===== config.mk =====
export PLATFORM = sky130hd
export DESIGN_NAME = exponential_adsr_envelope_flat
export DESIGN_NICKNAME = d
export VERILOG_FILES = /design/src/rtl/core/adsr_pkg.sv /design/src/rtl/core/adsr_in_if.sv /design/src/rtl/core/adsr_out_if.sv /design/src/rtl/core/exponential_adsr_envelope.sv /design/src/flat_wrapper.sv
export SDC_FILE = /design/constraint.sdc
export NUM_CORES = 2
export LEC_CHECK = 0
export BUFFER_PORTS_ARGS = -buffer_cell sky130_fd_sc_hd__buf_2
export CORE_MARGIN = 2
export CORE_UTILIZATION = 55
export CTS_CLUSTER_DIAMETER = 30
export DETAILED_ROUTE_END_ITERATION = 10
export PLACE_DENSITY = 0.72
export SYNTH_ARGS = -nofsm -noshare
export SYNTH_HDL_FRONTEND = slang
export SYNTH_SLANG_ARGS = --single-unit

===== constraint.sdc =====
create_clock -name clk -period 10.3 [get_ports clk]
set_input_delay 2.575 -clock clk [delete_from_list [all_inputs] [get_ports clk]]
set_output_delay 2.575 -clock clk [all_outputs]
set_load 0.01 [all_outputs]

===== src/rtl/core/adsr_pkg.sv =====
// Shared constants and types of the exponential ADSR envelope.
// No dependencies; used by the interfaces, the top level and the checker.
`timescale 1ns / 1ps

package adsr_pkg;

	// field widths
	localparam int SAMPLE_BITS    = 24;
	localparam int GAIN_FRAC_BITS = 46;
	localparam int GAIN_BITS      = GAIN_FRAC_BITS + 2;
	localparam int LEVEL_BITS     = GAIN_FRAC_BITS + 1;
	localparam int ACTION_BITS    = 2;
	localparam int PHASE_BITS     = 3;

	// digit-serial multiplier geometry
	localparam int DIGIT_BITS    = 12;
	localparam int GAIN_DIGITS   = (GAIN_BITS + DIGIT_BITS - 1) / DIGIT_BITS;
	localparam int SAMPLE_DIGITS = (SAMPLE_BITS + DIGIT_BITS - 1) / DIGIT_BITS;
	localparam int LO_BITS       = GAIN_DIGITS * DIGIT_BITS;
	localparam int SMP_LO_BITS   = SAMPLE_DIGITS * DIGIT_BITS;
	localparam int ACC_BITS      = GAIN_BITS + 1;
	localparam int PROD_BITS     = GAIN_BITS + DIGIT_BITS;
	localparam int SUM_BITS      = PROD_BITS + 1;
	localparam int CNT_BITS      = $clog2(GAIN_DIGITS);
	localparam int GW_BITS       = ACC_BITS + LO_BITS - GAIN_FRAC_BITS;
	localparam int SFULL_BITS    = ACC_BITS + SMP_LO_BITS;
	localparam int Y_BITS        = SAMPLE_BITS + 2;

	localparam logic [GAIN_BITS-1:0] UNITY      = GAIN_BITS'(64'd1 << GAIN_FRAC_BITS);
	localparam logic [ACC_BITS-1:0]  ROUND_HALF = ACC_BITS'(64'd1 << (GAIN_FRAC_BITS - 1));
	localparam logic [LEVEL_BITS-1:0] LEVEL_RESET = LEVEL_BITS'(70);

	// register port
	localparam int APB_DATA_BITS = 64;
	localparam int ADDR_LSB      = 3;
	localparam int REG_IDX_BITS  = 3;
	localparam int ADDR_BITS     = ADDR_LSB + REG_IDX_BITS;

	localparam logic [REG_IDX_BITS-1:0] REG_ATTACK  = 3'd0;
	localparam logic [REG_IDX_BITS-1:0] REG_DECAY   = 3'd1;
	localparam logic [REG_IDX_BITS-1:0] REG_RELEASE = 3'd2;
	localparam logic [REG_IDX_BITS-1:0] REG_SUSTAIN = 3'd3;
	localparam logic [REG_IDX_BITS-1:0] REG_FLOOR   = 3'd4;

	// item actions
	localparam logic [ACTION_BITS-1:0] ACT_SAMPLE   = 2'd0;
	localparam logic [ACTION_BITS-1:0] ACT_NOTE_ON  = 2'd1;
	localparam logic [ACTION_BITS-1:0] ACT_NOTE_OFF = 2'd2;

	// envelope phases
	localparam logic [PHASE_BITS-1:0] PH_OFF     = 3'd0;
	localparam logic [PHASE_BITS-1:0] PH_ATTACK  = 3'd1;
	localparam logic [PHASE_BITS-1:0] PH_DECAY   = 3'd2;
	localparam logic [PHASE_BITS-1:0] PH_SUSTAIN = 3'd3;
	localparam logic [PHASE_BITS-1:0] PH_RELEASE = 3'd4;

	typedef struct packed {
		logic [PHASE_BITS-1:0] phase;
		logic [GAIN_BITS-1:0]  gain;
		logic [GAIN_BITS-1:0]  mult;
	} env_state_t;

endpackage


===== src/rtl/core/adsr_in_if.sv =====
// Input item channel: note action and audio sample, valid/ready.
// Depends on adsr_pkg.
`timescale 1ns / 1ps

interface adsr_in_if;
	logic                                   valid;
	logic                                   ready;
	logic [adsr_pkg::ACTION_BITS-1:0]       action;
	logic signed [adsr_pkg::SAMPLE_BITS-1:0] sample_in;

	modport source (output valid, action, sample_in, input ready);
	modport sink (input valid, action, sample_in, output ready);
endinterface


===== src/rtl/core/adsr_out_if.sv =====
// Result item channel: scaled sample and envelope phase, valid/ready.
// Depends on adsr_pkg.
`timescale 1ns / 1ps

interface adsr_out_if;
	logic                                    valid;
	logic                                    ready;
	logic signed [adsr_pkg::SAMPLE_BITS-1:0] sample_out;
	logic [adsr_pkg::PHASE_BITS-1:0]         phase_out;

	modport source (output valid, sample_out, phase_out, input ready);
	modport sink (input valid, sample_out, phase_out, output ready);
endinterface


===== src/rtl/core/exponential_adsr_envelope.sv =====
// Exponential ADSR envelope: each item may start or stop a note, then the
// gain is multiplied by the per-sample multiplier of the current phase and
// the sample is scaled by the new gain, both rounded and saturated. One item
// is in flight at a time: the single 48x12 digit-serial multiplier forms the
// gain product over four digits, the gain is saturated and stored, and then
// the multiplier forms the sample product over two. The input is taken again
// as soon as the result sits in the output register. Registers sit on an APB
// port at byte address 8*i, 64-bit data. Depends on adsr_pkg, adsr_in_if and
// adsr_out_if.
`timescale 1ns / 1ps

module exponential_adsr_envelope (
	input  logic                                clk,
	input  logic                                arst_n,
	input  logic                                psel,
	input  logic                                penable,
	input  logic                                pwrite,
	input  logic [adsr_pkg::ADDR_BITS-1:0]      paddr,
	input  logic [adsr_pkg::APB_DATA_BITS-1:0]  pwdata,
	output logic [adsr_pkg::APB_DATA_BITS-1:0]  prdata,
	output logic                                pready,
	adsr_in_if.sink                             in_ch,
	adsr_out_if.source                          out_ch
);
	import adsr_pkg::*;

	// sequencer codes
	localparam logic [2:0] ST_IDLE = 3'd0;
	localparam logic [2:0] ST_GMUL = 3'd1;
	localparam logic [2:0] ST_GSAT = 3'd2;
	localparam logic [2:0] ST_SMUL = 3'd3;
	localparam logic [2:0] ST_OUT  = 3'd4;

	logic [2:0]              state_q;
	logic [CNT_BITS-1:0]     cnt_q;
	logic [GAIN_BITS-1:0]    attack_q, decay_q, release_q;
	logic [LEVEL_BITS-1:0]   sustain_q, floor_q;
	logic [PHASE_BITS-1:0]   phase_q;
	logic [GAIN_BITS-1:0]    env_gain_q, step_mult_q;
	logic                    out_valid_q;

	logic [ACC_BITS-1:0]     acc_q;
	logic [LO_BITS-1:0]      lo_q;
	logic [LO_BITS-1:0]      dig_q;
	logic                    neg_q;
	logic [SAMPLE_BITS-1:0]  mag_q;
	logic [SAMPLE_BITS-1:0]  sample_out_q;
	logic [PHASE_BITS-1:0]   phase_out_q;

	logic                    in_fire, out_free, cfg_wr;
	logic [REG_IDX_BITS-1:0] reg_idx;
	env_state_t              st_cur, st_ev, st_a, st_d, st_r;
	logic [PROD_BITS-1:0]    prod;
	logic [SUM_BITS-1:0]     sum;
	logic [GW_BITS-1:0]      g_wide;
	logic [GAIN_BITS-1:0]    g_sat;
	logic [SFULL_BITS-1:0]   s_full;
	logic [Y_BITS-1:0]       y_raw, y_lim, y_cap;
	logic [SAMPLE_BITS-1:0]  y_out;
	logic [SAMPLE_BITS-1:0]  mag_in;

	// enter a phase, falling through zero-length segments
	function automatic env_state_t enter_phase(
		input logic [PHASE_BITS-1:0] target,
		input env_state_t            cur,
		input logic [GAIN_BITS-1:0]  att,
		input logic [GAIN_BITS-1:0]  dec,
		input logic [GAIN_BITS-1:0]  rel,
		input logic [LEVEL_BITS-1:0] sus,
		input logic [LEVEL_BITS-1:0] flo
	);
		env_state_t            r;
		logic [PHASE_BITS-1:0] p;
		r = cur;
		p = target;
		if (p == PH_ATTACK && att == '0) p = PH_DECAY;
		if (p == PH_DECAY && dec == '0) p = PH_SUSTAIN;
		if (p == PH_RELEASE && rel == '0) p = PH_OFF;
		r.phase = p;
		unique case (p)
			PH_ATTACK: begin
				r.mult = att;
				r.gain = GAIN_BITS'(flo);
			end
			PH_DECAY: begin
				r.gain = UNITY;
				r.mult = dec;
			end
			PH_SUSTAIN: begin
				r.gain = GAIN_BITS'(sus);
				r.mult = UNITY;
			end
			PH_RELEASE: begin
				r.mult = rel;
			end
			default: begin
				r.gain = '0;
			end
		endcase
		return r;
	endfunction

	assign in_fire  = in_ch.valid && in_ch.ready;
	assign out_free = !out_valid_q || out_ch.ready;
	assign in_ch.ready = (state_q == ST_IDLE);

	// register port
	assign pready  = 1'b1;
	assign cfg_wr  = psel && penable && pwrite;
	assign reg_idx = paddr[ADDR_BITS-1:ADDR_LSB];

	always_comb begin
		unique case (reg_idx)
			REG_ATTACK:  prdata = APB_DATA_BITS'(attack_q);
			REG_DECAY:   prdata = APB_DATA_BITS'(decay_q);
			REG_RELEASE: prdata = APB_DATA_BITS'(release_q);
			REG_SUSTAIN: prdata = APB_DATA_BITS'(sustain_q);
			REG_FLOOR:   prdata = APB_DATA_BITS'(floor_q);
			default:     prdata = '0;
		endcase
	end

	// note event, then the chained phase checks
	always_comb begin
		st_cur = '{phase: phase_q, gain: env_gain_q, mult: step_mult_q};
		st_ev  = st_cur;
		if (in_ch.action == ACT_NOTE_ON)
			st_ev = enter_phase(PH_ATTACK, st_cur, attack_q, decay_q, release_q,
				sustain_q, floor_q);
		else if (in_ch.action == ACT_NOTE_OFF)
			st_ev = enter_phase(PH_RELEASE, st_cur, attack_q, decay_q, release_q,
				sustain_q, floor_q);
		st_a = st_ev;
		if (st_ev.phase == PH_ATTACK && st_ev.gain >= UNITY)
			st_a = enter_phase(PH_DECAY, st_ev, attack_q, decay_q, release_q,
				sustain_q, floor_q);
		st_d = st_a;
		if (st_a.phase == PH_DECAY && st_a.gain < GAIN_BITS'(sustain_q))
			st_d = enter_phase(PH_SUSTAIN, st_a, attack_q, decay_q, release_q,
				sustain_q, floor_q);
		st_r = st_d;
		if (st_d.phase == PH_RELEASE && st_d.gain < GAIN_BITS'(floor_q))
			st_r = enter_phase(PH_OFF, st_d, attack_q, decay_q, release_q,
				sustain_q, floor_q);
	end

	// sample magnitude
	assign mag_in = in_ch.sample_in[SAMPLE_BITS-1] ? SAMPLE_BITS'(-in_ch.sample_in)
		: SAMPLE_BITS'(in_ch.sample_in);

	// one digit per cycle: gain times the low digit, added to the carry-over
	assign prod = PROD_BITS'(env_gain_q * dig_q[DIGIT_BITS-1:0]);
	assign sum  = SUM_BITS'(acc_q) + SUM_BITS'(prod);

	// gain product, already rounded, shifted down and saturated
	assign g_wide = GW_BITS'({acc_q, lo_q} >> GAIN_FRAC_BITS);
	assign g_sat  = (|g_wide[GW_BITS-1:GAIN_BITS]) ? '1 : g_wide[GAIN_BITS-1:0];

	// sample product, rounded, clamped to the signed range
	assign s_full = {acc_q, lo_q[LO_BITS-1 -: SMP_LO_BITS]};
	assign y_raw  = s_full[GAIN_FRAC_BITS +: Y_BITS];
	assign y_lim  = neg_q ? Y_BITS'(64'd1 << (SAMPLE_BITS - 1))
		: Y_BITS'((64'd1 << (SAMPLE_BITS - 1)) - 64'd1);
	assign y_cap  = (y_raw > y_lim) ? y_lim : y_raw;
	assign y_out  = neg_q ? SAMPLE_BITS'(-y_cap[SAMPLE_BITS-1:0]) : y_cap[SAMPLE_BITS-1:0];

	// control, envelope state and registers
	always_ff @(posedge clk or negedge arst_n) begin
		if (!arst_n) begin
			state_q     <= ST_IDLE;
			cnt_q       <= '0;
			attack_q    <= '0;
			decay_q     <= '0;
			release_q   <= '0;
			sustain_q   <= LEVEL_RESET;
			floor_q     <= LEVEL_RESET;
			phase_q     <= PH_OFF;
			env_gain_q  <= '0;
			step_mult_q <= '0;
			out_valid_q <= 1'b0;
		end else begin
			if (cfg_wr) begin
				unique case (reg_idx)
					REG_ATTACK:  attack_q  <= pwdata[GAIN_BITS-1:0];
					REG_DECAY:   decay_q   <= pwdata[GAIN_BITS-1:0];
					REG_RELEASE: release_q <= pwdata[GAIN_BITS-1:0];
					REG_SUSTAIN: sustain_q <= pwdata[LEVEL_BITS-1:0];
					REG_FLOOR:   floor_q   <= pwdata[LEVEL_BITS-1:0];
					default: ;
				endcase
			end
			// result valid: set when a result lands, cleared when taken
			if (state_q == ST_OUT && out_free)
				out_valid_q <= 1'b1;
			else if (out_ch.ready)
				out_valid_q <= 1'b0;
			unique case (state_q)
				ST_IDLE: begin
					if (in_fire) begin
						phase_q     <= st_r.phase;
						env_gain_q  <= st_r.gain;
						step_mult_q <= st_r.mult;
						cnt_q       <= '0;
						state_q     <= ST_GMUL;
					end
				end
				ST_GMUL: begin
					cnt_q <= cnt_q + 1'b1;
					if (cnt_q == CNT_BITS'(GAIN_DIGITS - 1))
						state_q <= ST_GSAT;
				end
				ST_GSAT: begin
					env_gain_q <= g_sat;
					cnt_q      <= '0;
					state_q    <= ST_SMUL;
				end
				ST_SMUL: begin
					cnt_q <= cnt_q + 1'b1;
					if (cnt_q == CNT_BITS'(SAMPLE_DIGITS - 1))
						state_q <= ST_OUT;
				end
				ST_OUT: begin
					if (out_free)
						state_q <= ST_IDLE;
				end
				default: state_q <= ST_IDLE;
			endcase
		end
	end

	// multiplier datapath and result register
	always_ff @(posedge clk) begin
		unique case (state_q) inside
			ST_IDLE: begin
				if (in_fire) begin
					dig_q <= st_r.mult;
					acc_q <= ROUND_HALF;
					neg_q <= in_ch.sample_in[SAMPLE_BITS-1];
					mag_q <= mag_in;
				end
			end
			ST_GMUL, ST_SMUL: begin
				acc_q <= sum[SUM_BITS-1:DIGIT_BITS];
				lo_q  <= {sum[DIGIT_BITS-1:0], lo_q[LO_BITS-1:DIGIT_BITS]};
				dig_q <= dig_q >> DIGIT_BITS;
			end
			ST_GSAT: begin
				dig_q <= LO_BITS'(mag_q);
				acc_q <= ROUND_HALF;
			end
			ST_OUT: begin
				if (out_free) begin
					sample_out_q <= y_out;
					phase_out_q  <= phase_q;
				end
			end
			default: ;
		endcase
	end

	assign out_ch.valid      = out_valid_q;
	assign out_ch.sample_out = sample_out_q;
	assign out_ch.phase_out  = phase_out_q;

endmodule


===== src/flat_wrapper.sv =====
// flat-port wrapper written by rule: the top's interface ports become plain ports
module exponential_adsr_envelope_flat import adsr_pkg::*;
  (clk, arst_n, psel, penable, pwrite, paddr, pwdata, prdata, pready, in_ch_valid, in_ch_action, in_ch_sample_in, in_ch_ready, out_ch_valid, out_ch_sample_out, out_ch_phase_out, out_ch_ready);
  adsr_in_if in_ch_i ();
  adsr_out_if out_ch_i ();
  input  logic clk;
  input  logic arst_n;
  input  logic psel;
  input  logic penable;
  input  logic pwrite;
  input  logic [adsr_pkg::ADDR_BITS-1:0] paddr;
  input  logic [adsr_pkg::APB_DATA_BITS-1:0] pwdata;
  output logic [adsr_pkg::APB_DATA_BITS-1:0] prdata;
  output logic pready;
  input wire logic [$bits(in_ch_i.valid)-1:0] in_ch_valid;
  input wire logic [$bits(in_ch_i.action)-1:0] in_ch_action;
  input wire logic [$bits(in_ch_i.sample_in)-1:0] in_ch_sample_in;
  output wire logic [$bits(in_ch_i.ready)-1:0] in_ch_ready;
  output wire logic [$bits(out_ch_i.valid)-1:0] out_ch_valid;
  output wire logic [$bits(out_ch_i.sample_out)-1:0] out_ch_sample_out;
  output wire logic [$bits(out_ch_i.phase_out)-1:0] out_ch_phase_out;
  input wire logic [$bits(out_ch_i.ready)-1:0] out_ch_ready;
  assign in_ch_i.valid = in_ch_valid;
  assign in_ch_i.action = in_ch_action;
  assign in_ch_i.sample_in = in_ch_sample_in;
  assign in_ch_ready = in_ch_i.ready;
  assign out_ch_valid = out_ch_i.valid;
  assign out_ch_sample_out = out_ch_i.sample_out;
  assign out_ch_phase_out = out_ch_i.phase_out;
  assign out_ch_i.ready = out_ch_ready;
  exponential_adsr_envelope u_core (.clk(clk), .arst_n(arst_n), .psel(psel), .penable(penable), .pwrite(pwrite), .paddr(paddr), .pwdata(pwdata), .prdata(prdata), .pready(pready), .in_ch(in_ch_i), .out_ch(out_ch_i));
endmodule

After elaboration in Yosys (flattened, before gate mapping):

Cells that the tools add are included.
W data, S select, Z words.

* equal/unequal tests: 34
* bitwise logic cells: 0
* order comparisons: 4
* multipliers: 1
* div/mod/pow operators: 0
* reduce and logical (&&, ||, !) cells: 32
* add/subtract/negate cells: 4
* shift operators: 0
* multiplexer cells: 45

Operators by type and width (count)
* $pmux W48 S4: 6
* $mux W99: 5
* $pmux W48 S5: 1
* $pmux W49 S3: 1
* $logic_not A48 Y1: 3
* $mux W48: 3
* $pmux W48 S3: 1
* $lt A48 B47 Y1: 2
* $pmux W48 S2: 1
* $mux W24: 3
* $add A49 B60 Y61: 1
* $mul A48 B12 Y60: 1
* $mux W49: 1
* $ge A48 B47 Y1 const B: 1
* $neg A24 Y24: 2
* $mux W3: 15
* $eq A3 B2 Y1 const B: 12
* $gt A26 B24 Y1: 1
* $eq A3 B3 Y1 const B: 8
* $mux W23: 1
* $eq A3 B1 Y1 const B: 6
* $reduce_and A2 Y1: 9
* $pmux W3 S5: 1
* $logic_and A1 B1 Y1: 10
* other kinds (16): 25

* output and inout bits: 94
* memories: 0
* bits in read-only memories: 0
* word-level logic and storage cells: 139
* bits in registers: 540
* bits of input ports: 103
* bits in latches: 0
* RAM bits: 0

Depth between registers and ports, before layout:

* depth after elaboration: 32
* mapped depth: 36
* gate-level depth less buffers: 29

Least setup slack after synthesis:

OpenSTA, ideal clock, no wires.

* path type: input to register
* start point: in in_ch_action[0]
* end point: reg u_core.env_gain_q[37]
* data required time: 10.166 ns
* stages: 35
* setup time: 0.134 ns
* data arrival time: 8.984 ns
* path buffers: 7
* setup slack: 1.182 ns
* cells stage by stage: buf_2 > inv_1 > nor2_1 > o31a_1 > buf_2 > o32a_2 > nand3_2 > clkbuf_1 > o21ai_2 > buf_2 > o2bb2ai_1 > ha_1 > a2111oi_0 > o21a_1 > o21bai_1 > a21o_1 > a2111oi_1 > a211o_1 > o211ai_2 > clkbuf_1 > o21ai_0 > inv_1 > ha_1 > a21o_1 > a21o_1 > a21o_1 > a21o_1 > a21oi_1 > o21ai_0 > nor4_1 > nand2_1 > o21ai_2 > buf_6 > buf_8 > o211ai_2

* longest elaborated chain between the ends: 14
* elaborated cells between the ends (all ways): 19
* classes of those cells: order compare: 3; eq/ne: 5; mux: 8; reduce/logical: 3

Ends and longest elaborated chain
* start: declaration: RTL line flat_wrapper.sv:16 `input wire logic [$bits(in_ch_i.action)-1:0] in_ch_action;`
* $eq A2 B2 Y1: RTL line exponential_adsr_envelope.sv:130 `else if (in_ch.action == ACT_NOTE_OFF)`
* $mux W99: RTL line exponential_adsr_envelope.sv:130
* $mux W99 (*): RTL line exponential_adsr_envelope.sv:127 `if (in_ch.action == ACT_NOTE_ON)`
* $ge A48 B47 Y1 or $eq A3 B1 Y1 (tied branches): RTL line exponential_adsr_envelope.sv:134 `if (st_ev.phase == PH_ATTACK && st_ev.gain >= UNITY)`
* $logic_and A1 B1 Y1: RTL line exponential_adsr_envelope.sv:134
* $mux W99 (*): RTL line exponential_adsr_envelope.sv:134
* $lt A48 B47 Y1 or $eq A3 B2 Y1 (tied branches): RTL line exponential_adsr_envelope.sv:138 `if (st_a.phase == PH_DECAY && st_a.gain < GAIN_BITS'(sustain_q))`
* $logic_and A1 B1 Y1: RTL line exponential_adsr_envelope.sv:138
* $mux W99 (*): RTL line exponential_adsr_envelope.sv:138
* $lt A48 B47 Y1 or $eq A3 B3 Y1 (tied branches): RTL line exponential_adsr_envelope.sv:142 `if (st_d.phase == PH_RELEASE && st_d.gain < GAIN_BITS'(floor_q))`
* $logic_and A1 B1 Y1: RTL line exponential_adsr_envelope.sv:142
* $mux W99 (*): RTL line exponential_adsr_envelope.sv:142
* $mux W48 (*): RTL line exponential_adsr_envelope.sv:199 `if (in_fire) begin`
* $pmux W48 S2 (*): RTL line exponential_adsr_envelope.sv:197 `unique case (state_q)`
* end signal: assignment: RTL line exponential_adsr_envelope.sv:201 `env_gain_q <= st_r.gain;`
* end signal: assignment: RTL line exponential_adsr_envelope.sv:213 `env_gain_q <= g_sat;`
* end: declaration: RTL line exponential_adsr_envelope.sv:39 `logic [GAIN_BITS-1:0] env_gain_q, step_mult_q;`

Mark *: on every way between the ends. The rest lies on a longest branch, timed or not. The select of a mux whose other input is x is not followed.
A chain may end at the register's enable or synchronous reset.

Worst setup path after layout:

* start point: in in_ch_action[0]
* end point: reg u_core.env_gain_q[45]

Same word-level chain as after synthesis.

==> impl_metrics.yaml <==
yosys:
  synth_ff_type: "dfrtp_1"
  synth_edf_count: 151
  ys_ff_latch: 494
  syn_inst: 4772
  ys_warn_count: 0
  avgSynthCellArea_um2: 9.692
  yosysUniqueCellTypes: 86
  yosysSeqAreaShare: 0.2838
  synthTopCellsByArea: "fa_1 (22%), dfrtp_1 (18%), edfxtp_1 (9.8%)"
  synth_area_leader_cell: "fa_1"
  synth_top_area_frac: 0.2199
  netlist_area_mm2: 0.04625
  synthArstFlopShare: 0.6943
sta:
  min_period_ns: 9.219
  maxSlewHeadroom: 0.1690
  hold_viol: 0
  timing.fmax_ghz: 0.1085
  worst_pin_slew_ns: 1.240
  period_share: 0.8951
  rsz0062_at_grt: "no"
  setup_viol: 0
  slew_violations: 0
  fin_worst_skew_ns: 0.1187
  setup_tns_ns: 0
  hold_ws_ns: 0.4785
cts:
  htreeDepth: 3
  cts_tree: "done"
  clock_latency_ns: 0.74
  cts_buffers: 110
  clk_pin_slew_ns: 0.04
  clock_path_buffers: 3
  cts_resized: 0
  cts-root-buf: "clkbuf_16"
  holdBufCountCts: 0
  clock_sinks: 494
  post-cts-setup-buffer-count: 0
detailed_routing:
  drtAntennaViolNets: 0
  first_iter_violations: 3903
  vias: 37450
  drc: 0
  drt_pass1_iterations: 9
  vias_per_cell: 6.248
  wl_per_cell_um: 23.90
  wirelength_um: 143300
setup_path:
  worstPathRequired_ns: 10.79
  start_kind: "input pin"
  slowest_delay_ns: 0.47
  path_common_cell: "a21o_1"
  critPathArrivalTime_ns: 9.70
  path_buf_inv: 7
  worstSetupPathType: "input pin to flop"
  endpoint_kind: "flop"
  cp_top_family: "compound AO/OA/AOI/OAI gates"
  crit_fanout: 41
  cp_slowest_cell: "a2111oi_4"
floorplan:
  floorplan.initialDensity: 0.5544
  die-area_mm2: 0.08642
  core_mm2: 0.08342
  die_height_um: 294.0
  num_io_pins: 197
  die_w_um: 294.0
  rows: 106
global_route:
  gr-usage-all-layers: 0.3362
  use_met1: 0.4626
  antenna_found_initial: 10
  grt_pass1_vias: 37220
  busiest_layer: "met2"
  grt_max_degree: 102
  grt_use_met2: 0.4979
  grt_pass1_wl_um: 222100
  overflow: 0
  grt_use_met3: 0.07500
final_layout:
  fillers: 6786
  drive_gt1_frac: 0.1530
  fin_cells: 5994
  final_cell_mix: "nand2_1 (636), inv_1 (587), fa_1 (508)"
  fin_util: 0.6226
  nets: 5646
  syn_to_final_growth_pct: 12.31
  layout_commonest_cell: "nand2_1"
job:
  maxCapViolations: 0
place:
  gp_congestion: 0.9656
  post-dp-hpwl_um: 104600
  io_buffers: 160
  place_inst: 5780
min_path:
  holdCritPathClass: "flop to flop"
status:
  status: "finished clean"
## worst register-to-register path, delay by kind of cell, from the launching register on
family | cells | cell delay, ns
simple gates | 8 | 2.51
buf+inv | 5 | 1.14
compound gates | 18 | 4.01
fa+ha+maj | 2 | 0.51
flops | 1 | 0.42
## cell type report
type	count	area (um2)	share of cell area
clock inverter	80	1136	0.02187
clock buffer	130	2898	0.05579
tap	1080	1351	0.02602
sequential	494	13130	0.2527
timing repair buffer	240	1451	0.02794
multi-input combinational	3379	29770	0.5731
antenna	4	10.01	0.0001927
inverter	587	2203	0.04242
## cells in the mapped netlist, types with 53 or more instances
library cell,instances
clkbuf_1,271
ha_1,223
nand2_1,637
dfrtp_1,337
edfxtp_1,151
mux2_2,238
a21o_1,53
nand3_1,74
o21ai_0,276
nor2_1,130
inv_1,587
mux2i_1,55
nand2b_1,60
fa_1,508
o31ai_1,57
and2_1,168
a21oi_1,101
a22oi_1,208
## cell families (layout without fill, tap and decap cells)
logic type	Yosys count	count (layout)	synth area share
fa+ha+maj	731	731	0.2802
compound gates	1016	1016	0.1489
mux	293	293	0.06985
xor+xnor	62	62	0.01174
other cells	2	21	0.0001624
flops	494	494	0.2838
simple gates	1260	1260	0.1283
buf+inv	914	1037	0.07699
## final timing paths
check,startpoint,to,slack (ns),depth (start not counted)
max in group asynchronous,arst_n,u_core.env_gain_q[9]$_DFFE_PN0P_,6.83,2
hold reg to reg,u_core.step_mult_q[26]$_DFFE_PN0P_,u_core.step_mult_q[26]$_DFFE_PN0P_,0.48,2
min in group asynchronous,arst_n,u_core.decay_q[37]$_DFFE_PN0P_,1.88,1
setup / recovery,in_ch_action[0],u_core.env_gain_q[45]$_DFFE_PN0P_,1.08,34
hold / removal,u_core.step_mult_q[26]$_DFFE_PN0P_,u_core.step_mult_q[26]$_DFFE_PN0P_,0.48,2
setup reg to reg,u_core.attack_q[10]$_DFFE_PN0P_,u_core.env_gain_q[45]$_DFFE_PN0P_,1.44,33
## routing by layer
| layer | up-vias | routed length [um] |
|---|---|---|
| li1 | 16310 | - |
| met1 | 18680 | 56860 |
| met2 | 2068 | 62140 |
| met3 | 390 | 15420 |
| met4 | 6 | 8788 |
| met5 | - | 46 |
## registers in the layout, indices dropped and copies added, names as in the netlist, 48 cells and up
register / count
u_core.release_q: 48
u_core.dig_q: 48
u_core.step_mult_q: 48
u_core.env_gain_q: 48
u_core.acc_q: 49
u_core.decay_q: 48
u_core.attack_q: 48
## stage by stage
stage / area (um2) / setup slack [ns]
CTS: 51930 / 1.160
global route: 51940 / 0.6174
finish: 51940 / 1.081
detailed placement: 47900 / 0.5050
global placement: 47900 / 0.5813
floorplan: 46310 / 1.182
Power is not shown: default switching activity piles up to over one toggle a cycle in this logic, so the estimate is an artifact.
